`src/rtl/cts_pkg.sv`:
```
// ----------------------------------------------------------------------------
// cts_pkg
// Shared constants, codes and controller/datapath link types for the
// cooperative task scheduler.
// ----------------------------------------------------------------------------
package cts_pkg;

    // table geometry
    localparam int MAX_TASKS = 8;
    localparam int IDX_W     = (MAX_TASKS > 1) ? $clog2(MAX_TASKS) : 1;
    localparam int CNT_W     = $clog2(MAX_TASKS + 1);

    // field widths
    localparam int HANDLE_W  = 8;
    localparam int TIME_W    = 32;
    localparam int TICK_W    = 16;
    localparam int SLOT_W    = 3;
    localparam int PEND_W    = 8;
    localparam int DIV_CNT_W = $clog2(TIME_W + 1);

    localparam logic [TICK_W-1:0] TICK_RESET = TICK_W'(10);
    localparam logic [PEND_W-1:0] PEND_MAX   = '1;

    // request codes
    typedef enum logic [1:0] {
        REQ_ADD      = 2'd0,
        REQ_TICK     = 2'd1,
        REQ_DISPATCH = 2'd2,
        REQ_REMOVE   = 2'd3
    } req_t;

    // result status codes
    typedef enum logic [1:0] {
        ST_OK        = 2'd0,
        ST_FULL      = 2'd1,
        ST_BAD_INDEX = 2'd2,
        ST_NONE_DUE  = 2'd3
    } status_t;

    // controller states
    typedef enum logic [3:0] {
        S_IDLE,
        S_DECODE,
        S_DLY_START,
        S_DLY_WAIT,
        S_PER_START,
        S_PER_WAIT,
        S_ADD_WR,
        S_REMOVE,
        S_RESP,
        S_DISP_STEP,
        S_DISP_END
    } state_t;

    // controller to datapath
    typedef struct packed {
        logic capture;
        logic walk_clear;
        logic div_start;
        logic div_sel;
        logic dly_latch;
        logic add_write;
        logic tick_apply;
        logic remove_apply;
        logic resp_push;
        logic disp_step;
        logic disp_end;
    } cmd_t;

    // datapath to controller
    typedef struct packed {
        req_t req;
        logic full;
        logic div_done;
        logic out_free;
        logic walk_end;
        logic entry_due;
        logic hold_valid;
    } dp_status_t;

endpackage

```
`src/rtl/cts_if.sv`:
```
// ----------------------------------------------------------------------------
// cts_if
// Valid/ready channels for scheduler requests and results.
// ----------------------------------------------------------------------------
interface cts_req_if;
    import cts_pkg::*;

    logic                valid;
    logic                ready;
    req_t                req_type;
    logic [HANDLE_W-1:0] task_handle;
    logic [TIME_W-1:0]   delay_ms;
    logic [TIME_W-1:0]   period_ms;
    logic [SLOT_W-1:0]   task_index;

    modport source (
        output valid, req_type, task_handle, delay_ms, period_ms, task_index,
        input  ready
    );

    modport sink (
        input  valid, req_type, task_handle, delay_ms, period_ms, task_index,
        output ready
    );
endinterface

interface cts_resp_if;
    import cts_pkg::*;

    logic                valid;
    logic                ready;
    status_t             status;
    logic [HANDLE_W-1:0] due_handle;
    logic [SLOT_W-1:0]   slot;
    logic                last;

    modport source (
        output valid, status, due_handle, slot, last,
        input  ready
    );

    modport sink (
        input  valid, status, due_handle, slot, last,
        output ready
    );
endinterface

```
`src/rtl/cts_divider.sv`:
```
// ----------------------------------------------------------------------------
// cts_divider
// Restoring divider, one quotient bit per cycle: millisecond value divided
// by the tick length (zero divisor treated as one).
// ----------------------------------------------------------------------------
module cts_divider (
    input  logic                        clk,
    input  logic                        rst_n,
    input  logic                        start,
    input  logic [cts_pkg::TIME_W-1:0]  dividend,
    input  logic [cts_pkg::TICK_W-1:0]  divisor,
    output logic [cts_pkg::TIME_W-1:0]  quotient,
    output logic                        done
);
    import cts_pkg::*;

    logic                 busy_reg, busy_next;
    logic                 done_reg, done_next;
    logic [DIV_CNT_W-1:0] count_reg, count_next;
    logic [TICK_W-1:0]    rem_reg, rem_next;
    logic [TICK_W-1:0]    dsr_reg, dsr_next;
    logic [TIME_W-1:0]    quo_reg, quo_next;
    logic [TICK_W:0]      shifted;
    logic [TICK_W:0]      trial;

    // trial subtraction of the divisor from the shifted remainder
    assign shifted = {rem_reg, quo_reg[TIME_W-1]};
    assign trial   = shifted - {1'b0, dsr_reg};

    // iteration step
    always_comb
    begin
        busy_next  = busy_reg;
        done_next  = 1'b0;
        count_next = count_reg;
        rem_next   = rem_reg;
        dsr_next   = dsr_reg;
        quo_next   = quo_reg;
        if (start)
        begin
            busy_next  = 1'b1;
            count_next = '0;
            rem_next   = '0;
            quo_next   = dividend;
            dsr_next   = (divisor == '0) ? TICK_W'(1) : divisor;
        end
        else if (busy_reg)
        begin
            if (!trial[TICK_W])
            begin
                rem_next = trial[TICK_W-1:0];
                quo_next = {quo_reg[TIME_W-2:0], 1'b1};
            end
            else
            begin
                rem_next = shifted[TICK_W-1:0];
                quo_next = {quo_reg[TIME_W-2:0], 1'b0};
            end
            count_next = count_reg + 1'b1;
            if (count_reg == DIV_CNT_W'(TIME_W - 1))
            begin
                busy_next = 1'b0;
                done_next = 1'b1;
            end
        end
    end

    // control registers
    always_ff @(posedge clk or negedge rst_n)
    begin
        if (!rst_n)
        begin
            busy_reg  <= 1'b0;
            done_reg  <= 1'b0;
            count_reg <= '0;
        end
        else
        begin
            busy_reg  <= busy_next;
            done_reg  <= done_next;
            count_reg <= count_next;
        end
    end

    // operand registers
    always_ff @(posedge clk)
    begin
        rem_reg <= rem_next;
        dsr_reg <= dsr_next;
        quo_reg <= quo_next;
    end

    assign quotient = quo_reg;
    assign done     = done_reg;

endmodule

```
`src/rtl/cts_datapath.sv`:
```
// ----------------------------------------------------------------------------
// cts_datapath
// Task table, request holding registers, divider, dispatch walk registers
// and the result output register.
// ----------------------------------------------------------------------------
module cts_datapath (
    input  logic                          clk,
    input  logic                          rst_n,
    input  logic                          cfg_wr_en,
    input  logic [cts_pkg::TICK_W-1:0]    cfg_wr_data,
    input  cts_pkg::req_t                 in_req_type,
    input  logic [cts_pkg::HANDLE_W-1:0]  in_task_handle,
    input  logic [cts_pkg::TIME_W-1:0]    in_delay_ms,
    input  logic [cts_pkg::TIME_W-1:0]    in_period_ms,
    input  logic [cts_pkg::SLOT_W-1:0]    in_task_index,
    input  cts_pkg::cmd_t                 cmd,
    output cts_pkg::dp_status_t           st,
    output logic                          out_valid,
    input  logic                          out_ready,
    output cts_pkg::status_t              out_status,
    output logic [cts_pkg::HANDLE_W-1:0]  out_due_handle,
    output logic [cts_pkg::SLOT_W-1:0]    out_slot,
    output logic                          out_last
);
    import cts_pkg::*;

    // configuration
    logic [TICK_W-1:0]   tick_len_reg;

    // held request
    req_t                req_reg;
    logic [HANDLE_W-1:0] handle_in_reg;
    logic [TIME_W-1:0]   dly_ms_reg;
    logic [TIME_W-1:0]   per_ms_reg;
    logic [SLOT_W-1:0]   idx_in_reg;
    logic [TIME_W-1:0]   dly_q_reg;

    // task table
    logic [HANDLE_W-1:0] handle_reg [MAX_TASKS];
    logic [HANDLE_W-1:0] handle_next [MAX_TASKS];
    logic [TIME_W-1:0]   delay_reg [MAX_TASKS];
    logic [TIME_W-1:0]   delay_next [MAX_TASKS];
    logic [TIME_W-1:0]   period_reg [MAX_TASKS];
    logic [TIME_W-1:0]   period_next [MAX_TASKS];
    logic [PEND_W-1:0]   pend_reg [MAX_TASKS];
    logic [PEND_W-1:0]   pend_next [MAX_TASKS];
    logic [CNT_W-1:0]    occ_reg, occ_next;

    // dispatch walk
    logic [CNT_W-1:0]    walk_idx_reg, walk_idx_next;
    logic [SLOT_W-1:0]   orig_reg, orig_next;
    logic                hold_valid_reg, hold_valid_next;
    logic [HANDLE_W-1:0] hold_handle_reg, hold_handle_next;
    logic [SLOT_W-1:0]   hold_slot_reg, hold_slot_next;

    // output register
    logic                out_valid_reg, out_valid_next;
    status_t             out_status_reg, out_status_next;
    logic [HANDLE_W-1:0] out_handle_reg, out_handle_next;
    logic [SLOT_W-1:0]   out_slot_reg, out_slot_next;
    logic                out_last_reg, out_last_next;

    // divider link
    logic [TIME_W-1:0]   div_dividend;
    logic [TIME_W-1:0]   div_quotient;
    logic                div_done;

    // decoded conditions
    logic [IDX_W-1:0]    cur;
    logic                walk_end;
    logic                entry_due;
    logic                cur_one_shot;
    logic                idx_ok;
    logic                full;
    logic                out_free;
    logic                dec_en;
    logic                rm_en;
    logic [CNT_W-1:0]    rm_pos;
    logic                hold_push;

    // single-result fields
    status_t             resp_status;
    logic [HANDLE_W-1:0] resp_handle;
    logic [SLOT_W-1:0]   resp_slot;

    // divider shared by delay and period
    assign div_dividend = cmd.div_sel ? per_ms_reg : dly_ms_reg;

    cts_divider u_divider (
        .clk      (clk),
        .rst_n    (rst_n),
        .start    (cmd.div_start),
        .dividend (div_dividend),
        .divisor  (tick_len_reg),
        .quotient (div_quotient),
        .done     (div_done)
    );

    // conditions seen by the controller
    assign cur          = walk_idx_reg[IDX_W-1:0];
    assign walk_end     = walk_idx_reg >= occ_reg;
    assign entry_due    = pend_reg[cur] != '0;
    assign cur_one_shot = period_reg[cur] == '0;
    assign idx_ok       = CNT_W'(idx_in_reg) < occ_reg;
    assign full         = occ_reg == CNT_W'(MAX_TASKS);
    assign out_free     = !out_valid_reg || out_ready;

    assign st.req        = req_reg;
    assign st.full       = full;
    assign st.div_done   = div_done;
    assign st.out_free   = out_free;
    assign st.walk_end   = walk_end;
    assign st.entry_due  = entry_due;
    assign st.hold_valid = hold_valid_reg;

    // dispatch and remove actions on the table
    assign dec_en    = cmd.disp_step && entry_due;
    assign hold_push = dec_en && hold_valid_reg;

    always_comb
    begin
        rm_en  = 1'b0;
        rm_pos = walk_idx_reg;
        if (cmd.remove_apply && idx_ok)
        begin
            rm_en  = 1'b1;
            rm_pos = CNT_W'(idx_in_reg);
        end
        else if (dec_en && cur_one_shot)
        begin
            rm_en = 1'b1;
        end
    end

    // table next state
    always_comb
    begin
        handle_next = handle_reg;
        delay_next  = delay_reg;
        period_next = period_reg;
        pend_next   = pend_reg;
        occ_next    = occ_reg;

        // add at the first free position
        if (cmd.add_write)
        begin
            for (int j = 0; j < MAX_TASKS; j++)
            begin
                if (CNT_W'(j) == occ_reg)
                begin
                    handle_next[j] = handle_in_reg;
                    delay_next[j]  = dly_q_reg;
                    period_next[j] = div_quotient;
                    pend_next[j]   = '0;
                end
            end
            occ_next = occ_reg + 1'b1;
        end

        // tick every occupied entry
        if (cmd.tick_apply)
        begin
            for (int j = 0; j < MAX_TASKS; j++)
            begin
                if (CNT_W'(j) < occ_reg)
                begin
                    if (delay_reg[j] != '0)
                    begin
                        delay_next[j] = delay_reg[j] - 1'b1;
                    end
                    else
                    begin
                        delay_next[j] = period_reg[j];
                        if (pend_reg[j] != PEND_MAX)
                        begin
                            pend_next[j] = pend_reg[j] + 1'b1;
                        end
                    end
                end
            end
        end

        // take one pending run off the dispatched entry
        if (dec_en)
        begin
            pend_next[cur] = pend_reg[cur] - 1'b1;
        end

        // removal shifts later entries down
        if (rm_en)
        begin
            for (int j = 0; j < MAX_TASKS; j++)
            begin
                if (CNT_W'(j) >= rm_pos)
                begin
                    if (j < MAX_TASKS - 1)
                    begin
                        handle_next[j] = handle_reg[j + 1];
                        delay_next[j]  = delay_reg[j + 1];
                        period_next[j] = period_reg[j + 1];
                        pend_next[j]   = pend_reg[j + 1];
                    end
                    else
                    begin
                        handle_next[j] = '0;
                        delay_next[j]  = '0;
                        period_next[j] = '0;
                        pend_next[j]   = '0;
                    end
                end
            end
            occ_next = occ_reg - 1'b1;
        end
    end

    // dispatch walk next state
    always_comb
    begin
        walk_idx_next    = walk_idx_reg;
        orig_next        = orig_reg;
        hold_valid_next  = hold_valid_reg;
        hold_handle_next = hold_handle_reg;
        hold_slot_next   = hold_slot_reg;
        if (cmd.walk_clear)
        begin
            walk_idx_next   = '0;
            orig_next       = '0;
            hold_valid_next = 1'b0;
        end
        else if (cmd.disp_step)
        begin
            if (entry_due)
            begin
                hold_valid_next  = 1'b1;
                hold_handle_next = handle_reg[cur];
                hold_slot_next   = orig_reg;
                if (!cur_one_shot)
                begin
                    walk_idx_next = walk_idx_reg + 1'b1;
                end
            end
            else
            begin
                walk_idx_next = walk_idx_reg + 1'b1;
            end
            orig_next = orig_reg + 1'b1;
        end
        else if (cmd.disp_end)
        begin
            hold_valid_next = 1'b0;
        end
    end

    // single result for add, tick and remove
    always_comb
    begin
        resp_status = ST_OK;
        resp_handle = '0;
        resp_slot   = '0;
        unique case (req_reg) inside
            REQ_ADD:
            begin
                if (full)
                begin
                    resp_status = ST_FULL;
                end
                else
                begin
                    resp_handle = handle_in_reg;
                    resp_slot   = occ_reg[SLOT_W-1:0];
                end
            end
            REQ_TICK, REQ_DISPATCH:
            begin
                resp_status = ST_OK;
            end
            REQ_REMOVE:
            begin
                resp_slot = idx_in_reg;
                if (idx_ok)
                begin
                    resp_handle = handle_reg[idx_in_reg[IDX_W-1:0]];
                end
                else
                begin
                    resp_status = ST_BAD_INDEX;
                end
            end
        endcase
    end

    // output register loading
    always_comb
    begin
        out_valid_next  = out_valid_reg;
        out_status_next = out_status_reg;
        out_handle_next = out_handle_reg;
        out_slot_next   = out_slot_reg;
        out_last_next   = out_last_reg;
        if (out_valid_reg && out_ready)
        begin
            out_valid_next = 1'b0;
        end
        if (cmd.resp_push)
        begin
            out_valid_next  = 1'b1;
            out_status_next = resp_status;
            out_handle_next = resp_handle;
            out_slot_next   = resp_slot;
            out_last_next   = 1'b1;
        end
        else if (hold_push)
        begin
            out_valid_next  = 1'b1;
            out_status_next = ST_OK;
            out_handle_next = hold_handle_reg;
            out_slot_next   = hold_slot_reg;
            out_last_next   = 1'b0;
        end
        else if (cmd.disp_end)
        begin
            out_valid_next = 1'b1;
            out_last_next  = 1'b1;
            if (hold_valid_reg)
            begin
                out_status_next = ST_OK;
                out_handle_next = hold_handle_reg;
                out_slot_next   = hold_slot_reg;
            end
            else
            begin
                out_status_next = ST_NONE_DUE;
                out_handle_next = '0;
                out_slot_next   = '0;
            end
        end
    end

    // control and table registers
    always_ff @(posedge clk or negedge rst_n)
    begin
        if (!rst_n)
        begin
            tick_len_reg   <= TICK_RESET;
            occ_reg        <= '0;
            walk_idx_reg   <= '0;
            orig_reg       <= '0;
            hold_valid_reg <= 1'b0;
            out_valid_reg  <= 1'b0;
            for (int j = 0; j < MAX_TASKS; j++)
            begin
                handle_reg[j] <= '0;
                delay_reg[j]  <= '0;
                period_reg[j] <= '0;
                pend_reg[j]   <= '0;
            end
        end
        else
        begin
            if (cfg_wr_en)
            begin
                tick_len_reg <= cfg_wr_data;
            end
            occ_reg        <= occ_next;
            walk_idx_reg   <= walk_idx_next;
            orig_reg       <= orig_next;
            hold_valid_reg <= hold_valid_next;
            out_valid_reg  <= out_valid_next;
            handle_reg     <= handle_next;
            delay_reg      <= delay_next;
            period_reg     <= period_next;
            pend_reg       <= pend_next;
        end
    end

    // payload registers
    always_ff @(posedge clk)
    begin
        if (cmd.capture)
        begin
            req_reg       <= in_req_type;
            handle_in_reg <= in_task_handle;
            dly_ms_reg    <= in_delay_ms;
            per_ms_reg    <= in_period_ms;
            idx_in_reg    <= in_task_index;
        end
        if (cmd.dly_latch)
        begin
            dly_q_reg <= div_quotient;
        end
        hold_handle_reg <= hold_handle_next;
        hold_slot_reg   <= hold_slot_next;
        out_status_reg  <= out_status_next;
        out_handle_reg  <= out_handle_next;
        out_slot_reg    <= out_slot_next;
        out_last_reg    <= out_last_next;
    end

    assign out_valid      = out_valid_reg;
    assign out_status     = out_status_reg;
    assign out_due_handle = out_handle_reg;
    assign out_slot       = out_slot_reg;
    assign out_last       = out_last_reg;

`ifndef ASSERT_OFF
    // occupancy never exceeds the table
    a_occ_bound: assert property (@(posedge clk) disable iff (!rst_n)
        occ_reg <= CNT_W'(MAX_TASKS))
        else $error("occupancy beyond table size");

    // occupancy moves by at most one entry per cycle
    a_occ_step: assert property (@(posedge clk) disable iff (!rst_n)
        (occ_reg != $past(occ_reg)) |->
            (occ_reg == $past(occ_reg) + 1'b1 || occ_reg == $past(occ_reg) - 1'b1))
        else $error("occupancy jumped");

    // a result is only loaded when the output register can take it
    a_push_free: assert property (@(posedge clk) disable iff (!rst_n)
        (cmd.resp_push || hold_push || cmd.disp_end) |-> out_free)
        else $error("result loaded over a waiting item");

    // no add into a full table
    a_add_room: assert property (@(posedge clk) disable iff (!rst_n)
        cmd.add_write |-> !full)
        else $error("add written into a full table");

    // the held dispatch result is gone after the final one goes out
    a_hold_drain: assert property (@(posedge clk) disable iff (!rst_n)
        cmd.disp_end |=> !hold_valid_reg)
        else $error("held dispatch result left behind");
`endif

endmodule

```
`src/rtl/cts_ctrl.sv`:
```
// ----------------------------------------------------------------------------
// cts_ctrl
// Request sequencer: decodes the held request and steps the datapath
// through division, table update, dispatch walk and result output.
// ----------------------------------------------------------------------------
module cts_ctrl (
    input  logic                 clk,
    input  logic                 rst_n,
    input  logic                 in_valid,
    output logic                 in_ready,
    input  cts_pkg::dp_status_t  st,
    output cts_pkg::cmd_t        cmd
);
    import cts_pkg::*;

    state_t state_reg, state_next;

    // state register
    always_ff @(posedge clk or negedge rst_n)
    begin
        if (!rst_n)
        begin
            state_reg <= S_IDLE;
        end
        else
        begin
            state_reg <= state_next;
        end
    end

    // next state
    always_comb
    begin
        state_next = state_reg;
        unique case (state_reg) inside
            S_IDLE:
            begin
                if (in_valid)
                begin
                    state_next = S_DECODE;
                end
            end
            S_DECODE:
            begin
                unique case (st.req)
                    REQ_ADD:      state_next = st.full ? S_RESP : S_DLY_START;
                    REQ_TICK:     state_next = S_RESP;
                    REQ_DISPATCH: state_next = S_DISP_STEP;
                    REQ_REMOVE:   state_next = S_REMOVE;
                endcase
            end
            S_DLY_START:
            begin
                state_next = S_DLY_WAIT;
            end
            S_DLY_WAIT:
            begin
                if (st.div_done)
                begin
                    state_next = S_PER_START;
                end
            end
            S_PER_START:
            begin
                state_next = S_PER_WAIT;
            end
            S_PER_WAIT:
            begin
                if (st.div_done)
                begin
                    state_next = S_ADD_WR;
                end
            end
            S_ADD_WR, S_REMOVE, S_RESP, S_DISP_END:
            begin
                if (st.out_free)
                begin
                    state_next = S_IDLE;
                end
            end
            S_DISP_STEP:
            begin
                if (st.walk_end)
                begin
                    state_next = S_DISP_END;
                end
            end
            default:
            begin
                state_next = S_IDLE;
            end
        endcase
    end

    // commands
    always_comb
    begin
        in_ready = 1'b0;
        cmd      = '0;
        unique case (state_reg)
            S_IDLE:
            begin
                in_ready    = 1'b1;
                cmd.capture = in_valid;
            end
            S_DECODE:
            begin
                cmd.walk_clear = 1'b1;
                cmd.tick_apply = (st.req == REQ_TICK);
            end
            S_DLY_START:
            begin
                cmd.div_start = 1'b1;
            end
            S_DLY_WAIT:
            begin
                cmd.dly_latch = st.div_done;
            end
            S_PER_START:
            begin
                cmd.div_start = 1'b1;
                cmd.div_sel   = 1'b1;
            end
            S_PER_WAIT:
            begin
                cmd.div_sel = 1'b1;
            end
            S_ADD_WR:
            begin
                cmd.add_write = st.out_free;
                cmd.resp_push = st.out_free;
            end
            S_REMOVE:
            begin
                cmd.remove_apply = st.out_free;
                cmd.resp_push    = st.out_free;
            end
            S_RESP:
            begin
                cmd.resp_push = st.out_free;
            end
            S_DISP_STEP:
            begin
                // a due entry pushes the held result out first
                cmd.disp_step = !st.walk_end &&
                                (!(st.entry_due && st.hold_valid) || st.out_free);
            end
            S_DISP_END:
            begin
                cmd.disp_end = st.out_free;
            end
            default:
            begin
                cmd = '0;
            end
        endcase
    end

endmodule

```
`src/rtl/cooperative_task_scheduler.sv`:
```
// ----------------------------------------------------------------------------
// cooperative_task_scheduler
// Table of up to eight timed tasks, kept packed from position 0. Add divides
// the delay and period by tick_length (zero counts as one) with a bit-serial
// divider, the delay first and then the period; an add to a full table skips
// both divisions and answers with a full status. Tick updates all occupied
// entries at once. Dispatch gives one item per due task with last set on the
// final one, or a single none-due item with last set when no task is due.
// Every request is handled to its end before the next is accepted; a waiting
// result on the output stalls only the step that must load the next one. The
// table is cleared directly by reset, with no clearing pass. The user must
// write tick_length only while no request is in progress; the block itself
// does not enforce this.
// ----------------------------------------------------------------------------
module cooperative_task_scheduler (
    input  logic                        clk,
    input  logic                        rst_n,
    input  logic                        cfg_wr_en,
    input  logic [cts_pkg::TICK_W-1:0]  cfg_wr_data,
    cts_req_if.sink                     req,
    cts_resp_if.source                  resp
);
    import cts_pkg::*;

    cmd_t       cmd;
    dp_status_t st;
    logic       in_ready;

    assign req.ready = in_ready;

    // request sequencer
    cts_ctrl u_ctrl (
        .clk      (clk),
        .rst_n    (rst_n),
        .in_valid (req.valid),
        .in_ready (in_ready),
        .st       (st),
        .cmd      (cmd)
    );

    // table, divider and result register
    cts_datapath u_datapath (
        .clk            (clk),
        .rst_n          (rst_n),
        .cfg_wr_en      (cfg_wr_en),
        .cfg_wr_data    (cfg_wr_data),
        .in_req_type    (req.req_type),
        .in_task_handle (req.task_handle),
        .in_delay_ms    (req.delay_ms),
        .in_period_ms   (req.period_ms),
        .in_task_index  (req.task_index),
        .cmd            (cmd),
        .st             (st),
        .out_valid      (resp.valid),
        .out_ready      (resp.ready),
        .out_status     (resp.status),
        .out_due_handle (resp.due_handle),
        .out_slot       (resp.slot),
        .out_last       (resp.last)
    );

endmodule
```
`src/flat_wrapper.sv`:
```
// flat-port wrapper written by rule: the top's interface ports become plain ports
module cooperative_task_scheduler_flat import cts_pkg::*;
  (clk, rst_n, cfg_wr_en, cfg_wr_data, req_valid, req_req_type, req_task_handle, req_delay_ms, req_period_ms, req_task_index, req_ready, resp_valid, resp_status, resp_due_handle, resp_slot, resp_last, resp_ready);
  cts_req_if req_i ();
  cts_resp_if resp_i ();
  input  logic clk;
  input  logic rst_n;
  input  logic cfg_wr_en;
  input  logic [cts_pkg::TICK_W-1:0] cfg_wr_data;
  input wire logic [$bits(req_i.valid)-1:0] req_valid;
  input wire logic [$bits(req_i.req_type)-1:0] req_req_type;
  input wire logic [$bits(req_i.task_handle)-1:0] req_task_handle;
  input wire logic [$bits(req_i.delay_ms)-1:0] req_delay_ms;
  input wire logic [$bits(req_i.period_ms)-1:0] req_period_ms;
  input wire logic [$bits(req_i.task_index)-1:0] req_task_index;
  output wire logic [$bits(req_i.ready)-1:0] req_ready;
  output wire logic [$bits(resp_i.valid)-1:0] resp_valid;
  output wire logic [$bits(resp_i.status)-1:0] resp_status;
  output wire logic [$bits(resp_i.due_handle)-1:0] resp_due_handle;
  output wire logic [$bits(resp_i.slot)-1:0] resp_slot;
  output wire logic [$bits(resp_i.last)-1:0] resp_last;
  input wire logic [$bits(resp_i.ready)-1:0] resp_ready;
  assign req_i.valid = req_valid;
  assign req_i.req_type = req_req_type;
  assign req_i.task_handle = req_task_handle;
  assign req_i.delay_ms = req_delay_ms;
  assign req_i.period_ms = req_period_ms;
  assign req_i.task_index = req_task_index;
  assign req_ready = req_i.ready;
  assign resp_valid = resp_i.valid;
  assign resp_status = resp_i.status;
  assign resp_due_handle = resp_i.due_handle;
  assign resp_slot = resp_i.slot;
  assign resp_last = resp_i.last;
  assign resp_i.ready = resp_ready;
  cooperative_task_scheduler u_core (.clk(clk), .rst_n(rst_n), .cfg_wr_en(cfg_wr_en), .cfg_wr_data(cfg_wr_data), .req(req_i), .resp(resp_i));
endmodule
```
`config.mk`:
```
export PLATFORM = sky130hd
export DESIGN_NAME = cooperative_task_scheduler_flat
export DESIGN_NICKNAME = d
export VERILOG_FILES = /design/src/rtl/cts_pkg.sv /design/src/rtl/cts_if.sv /design/src/rtl/cts_divider.sv /design/src/rtl/cts_datapath.sv /design/src/rtl/cts_ctrl.sv /design/src/rtl/cooperative_task_scheduler.sv /design/src/flat_wrapper.sv
export SDC_FILE = /design/constraint.sdc
export NUM_CORES = 2
export LEC_CHECK = 0
export BUFFER_PORTS_ARGS = -buffer_cell sky130_fd_sc_hd__buf_4
export CORE_ASPECT_RATIO = 1.2
export CORE_UTILIZATION = 35
export CTS_CLUSTER_SIZE = 24
export DETAILED_ROUTE_END_ITERATION = 10
export GPL_TIMING_DRIVEN = 0
export PLACE_DENSITY_LB_ADDON = 0.3
export REMOVE_ABC_BUFFERS = 1
export SLEW_MARGIN = 20
export SYNTH_ARGS = -nofsm -noshare
export SYNTH_HDL_FRONTEND = slang
export SYNTH_SLANG_ARGS = --single-unit
```
`constraint.sdc`:
```
create_clock -name clk -period 3.75 [get_ports clk]
set_input_delay 0.1875 -clock clk [delete_from_list [all_inputs] [get_ports clk]]
set_output_delay 0.1875 -clock clk [all_outputs]
set_load 0.01 [all_outputs]
```
==> out/qor.yml <==
yosys:
  ys_seq_area_frac: 0.425
  synth.distinct_cells: 102
  synth_cells: 5890
  synth_edf_count: 181
  synthesis.area_um2: 53700
  synthTopCellsByArea: "dfrtp_1, edfxtp_1, mux2_2"
  ys_seq_elements: 879
  synth_ff_type: "dfrtp_1"
  syn_avg_cell_area_um2: 9.12
  async_reset_ff_frac: 0.775
  yosys.area.top_type_share: 0.316
  synth_warnings: 0
  yosys.area.top_type: "dfrtp_1"
detailed_routing:
  dr.pass1.iters: 6
  vias_per_cell: 6.08
  routedWlPerCell_um: 26.4
  drt_iter0_drc: 5560
  drc: 0
  drt_wl_total_um: 217000
  vias: 50000
  ant_nets: 0
worst_setup_path:
  crit_chain: "nor4_1, nand4_1, nor3_2, a211oi_2, a211oi_4, buf_12, nand3_4, buf_6, o32ai_4, buf_8, buf_12, buf_12, buf_12, buf_12, mux2_4"
  crit_arrival_ns: 4.67
  slowest_delay_ns: 0.73
  critPathRequiredTime_ns: 4.41
  path_max_fanout: 8
  cp_common_cell: "buf_12"
  critPathCaptureType: "register"
  reg2reg_slack_ns: -0.26
  critical-path-slowest-cell: "nor4_1"
  crit_type: "register to register"
  timing.rr.end: "u_core.u_datapath.period_reg[59]$_DFF_PN0_"
  crit_path_start_kind: "register"
  r2r_start: "u_core.u_datapath.period_reg[225]$_DFF_PN0_"
  rr_worst_depth: 15
worst_hold_path:
  whs_path_depth: 2
  hp-start: "req_valid"
  hp-class: "input port to register"
  hold_path_end: "u_core.u_datapath.handle_in_reg[5]$_DFFE_PP_"
clock_tree:
  htreeDepth: 3
  cts_tree: "built"
  cts_buffers: 104
  cts.sinks: 879
  clock_latency_ns: 0.81
  path_clk_slew_ns: 0.06
  root_buffer: "clkbuf_16"
  cts_buffer_depth: 3
sta:
  fin_skew_ns: 0.0825
  slew_headroom: 0.167
  final-setup-viol-count: 298
  period_minus_slack_ns: 4.01
  fmax_ghz: 0.250
  rsz0062_at_grt: "true"
  maxSlewViolCount: 0
  fin_crit_sh: 1.07
  worst_slack_ns: -0.256
  tightest_slew_ns: 1.25
  hold_viol: 0
global_routing:
  antenna_found_initial: 6
  grt_pass1_vias: 47800
  grt_start_max_net_pins: 89
  grt_usage: 0.265
  grt_pass1_wl_um: 312000
  grt_overflow: 0
final_layout:
  drive_above_1_share: 0.217
  final_cell_mix: "nand2_1, dfrtp_1, nor2_1"
  fin_util: 0.440
  stdcell_count: 8231
  syn_to_final_growth_pct: 24.9
  final_common_cell: "nand2_1"
  nets: 6304
power_and_ir_drop:
  ir_worst_vdd_uv: 400
  powerDensity_nw_per_um2: 313
  p_leak_nw: 28.4
placed_design:
  port_buffers: 113
  place_inst: 7677
  pre_cts_ws_ns: -3.05
  dp_hpwl_um: 146000
  gp_congestion: 0.958
floorplan:
  design.core.area_um2: 152000
  die_w_um: 360
  die-height_um: 431
  rows: 157
  start_util: 0.352
  ioPinCount: 114
  die-area_um2: 155000
flow_run:
  cap_violations: 0
outcome:
  outcome: "finished with violations"
  violations: "negative setup slack"
metal layers:
| metal | GRT usage | vias up | share of wire |
|---|---|---|---|
| met3 | 0.0453 | 878 | 0.080 |
| met5 | 0 | - | 0.000046 |
| met4 | 0.180 | 2 | 0.080 |
| met1 | 0.316 | 24700 | 0.38 |
| li1 | - | 21800 | - |
| met2 | 0.436 | 2741 | 0.46 |
layout make-up:
class / count / area, um2
clock buffers: 134 / 2800
well taps: 1987 / 2490
multi-input cells: 4467 / 30500
repair buffers: 601 / 7260
diodes: 5 / 12.5
fillers: 14300 / 85300
inverters: 97 / 383
clock inverters: 61 / 810
flip-flops and latches: 879 / 22800
repair_timing:
item	in CTS	in global routing
cloned	11	33
hold buffers	113	0
resized for setup	154	363
setup endpoints to repair	720	472
setup buffers	90	115
pin swaps	32	15
endpoints found under the hold margin	351	0
cell families (layout without fill, tap and decap cells):
family,after synthesis,after routing,synth area share
xor+xnor,160,160,0.0261
flops,879,879,0.425
simple gates,2276,2281,0.191
mux,777,777,0.162
other cells,0,5,0
fa+ha+maj,56,56,0.0132
compound gates,1192,1193,0.140
buf+inv,550,893,0.0430
cell usage after synthesis, types with 19 or more instances:
cell         n
nand2_1   1219
dfrtp_1    679
mux2_2     419
nor2_1     363
a21oi_1    348
clkbuf_1   338
o21ai_0    269
mux2i_1    243
edfxtp_1   181
nor4_1     127
nor3_1     117
xnor2_1    112
a31oi_1    102
nand3_1     99
inv_1       93
o22ai_1     91
mux2_1      90
or3_1       56
a211oi_1    55
ha_1        55
buf_2       53
o211ai_1    51
and3_1      50
or4_1       48
xor2_1      48
nand4_1     38
buf_1       30
nand2b_1    29
mux4_2      25
o31ai_1     25
nor3b_1     24
o221ai_1    24
a21o_1      21
a311oi_1    21
a221oi_1    20
a22o_1      19
buf_6       19
or2_2       19
stage by stage:
stage          total power (W)  setup TNS [ns]  area, um2  hold WS (ns)
5_1_grt                 0.0215          -43.35      67100        0.0512
3_3_place_gp            0.0102               -      55100         0.366
6_report                0.0210          -30.90      67100        0.0391
3_5_place_dp            0.0103        -1602.39      57600         0.176
2_1_floorplan          0.00997        -2199.08      51800        -0.108
4_1_cts                 0.0212           -1.43      64000        0.0405
report_power, final:
group	total, W	leakage [nW]	internal, W	switching (W)
Combinational	0.000406	16.5	0.000196	0.000210
Sequential	0.00978	10.2	0.00976	0.0000194
Clock	0.0108	1.74	0.00623	0.00462
Total	0.0210	28.4	0.0162	0.00485
worst max-delay path by stage:
stage          slack (ns)                                          start                                     endpoint
2_1_floorplan       -6.06      u_core.u_datapath.idx_in_reg[1]$_DFFE_PP_   u_core.u_datapath.delay_reg[224]$_DFF_PN0_
3_3_place_gp       -12.26      u_core.u_datapath.idx_in_reg[1]$_DFFE_PP_  u_core.u_datapath.period_reg[252]$_DFF_PN0_
3_5_place_dp        -3.05  u_core.u_datapath.walk_idx_reg[0]$_DFFE_PN0P_  u_core.u_datapath.period_reg[169]$_DFF_PN0_
4_1_cts             -0.08  u_core.u_datapath.walk_idx_reg[0]$_DFFE_PN0P_    u_core.u_datapath.delay_reg[39]$_DFF_PN0_
5_1_grt             -0.28  u_core.u_datapath.walk_idx_reg[0]$_DFFE_PN0P_   u_core.u_datapath.delay_reg[199]$_DFF_PN0_
6_report            -0.26    u_core.u_datapath.period_reg[225]$_DFF_PN0_   u_core.u_datapath.period_reg[59]$_DFF_PN0_
critical path: cells and delay by family (launching register included):
family | cells | cell delay [ns]
AOI/OAI and AO/OA | 3 | 0.76
buffers and inverters | 7 | 0.98
DFF | 1 | 0.42
muxes | 1 | 0.30
and+or+nand+nor | 4 | 1.44
(Power assumes the default switching activity.)
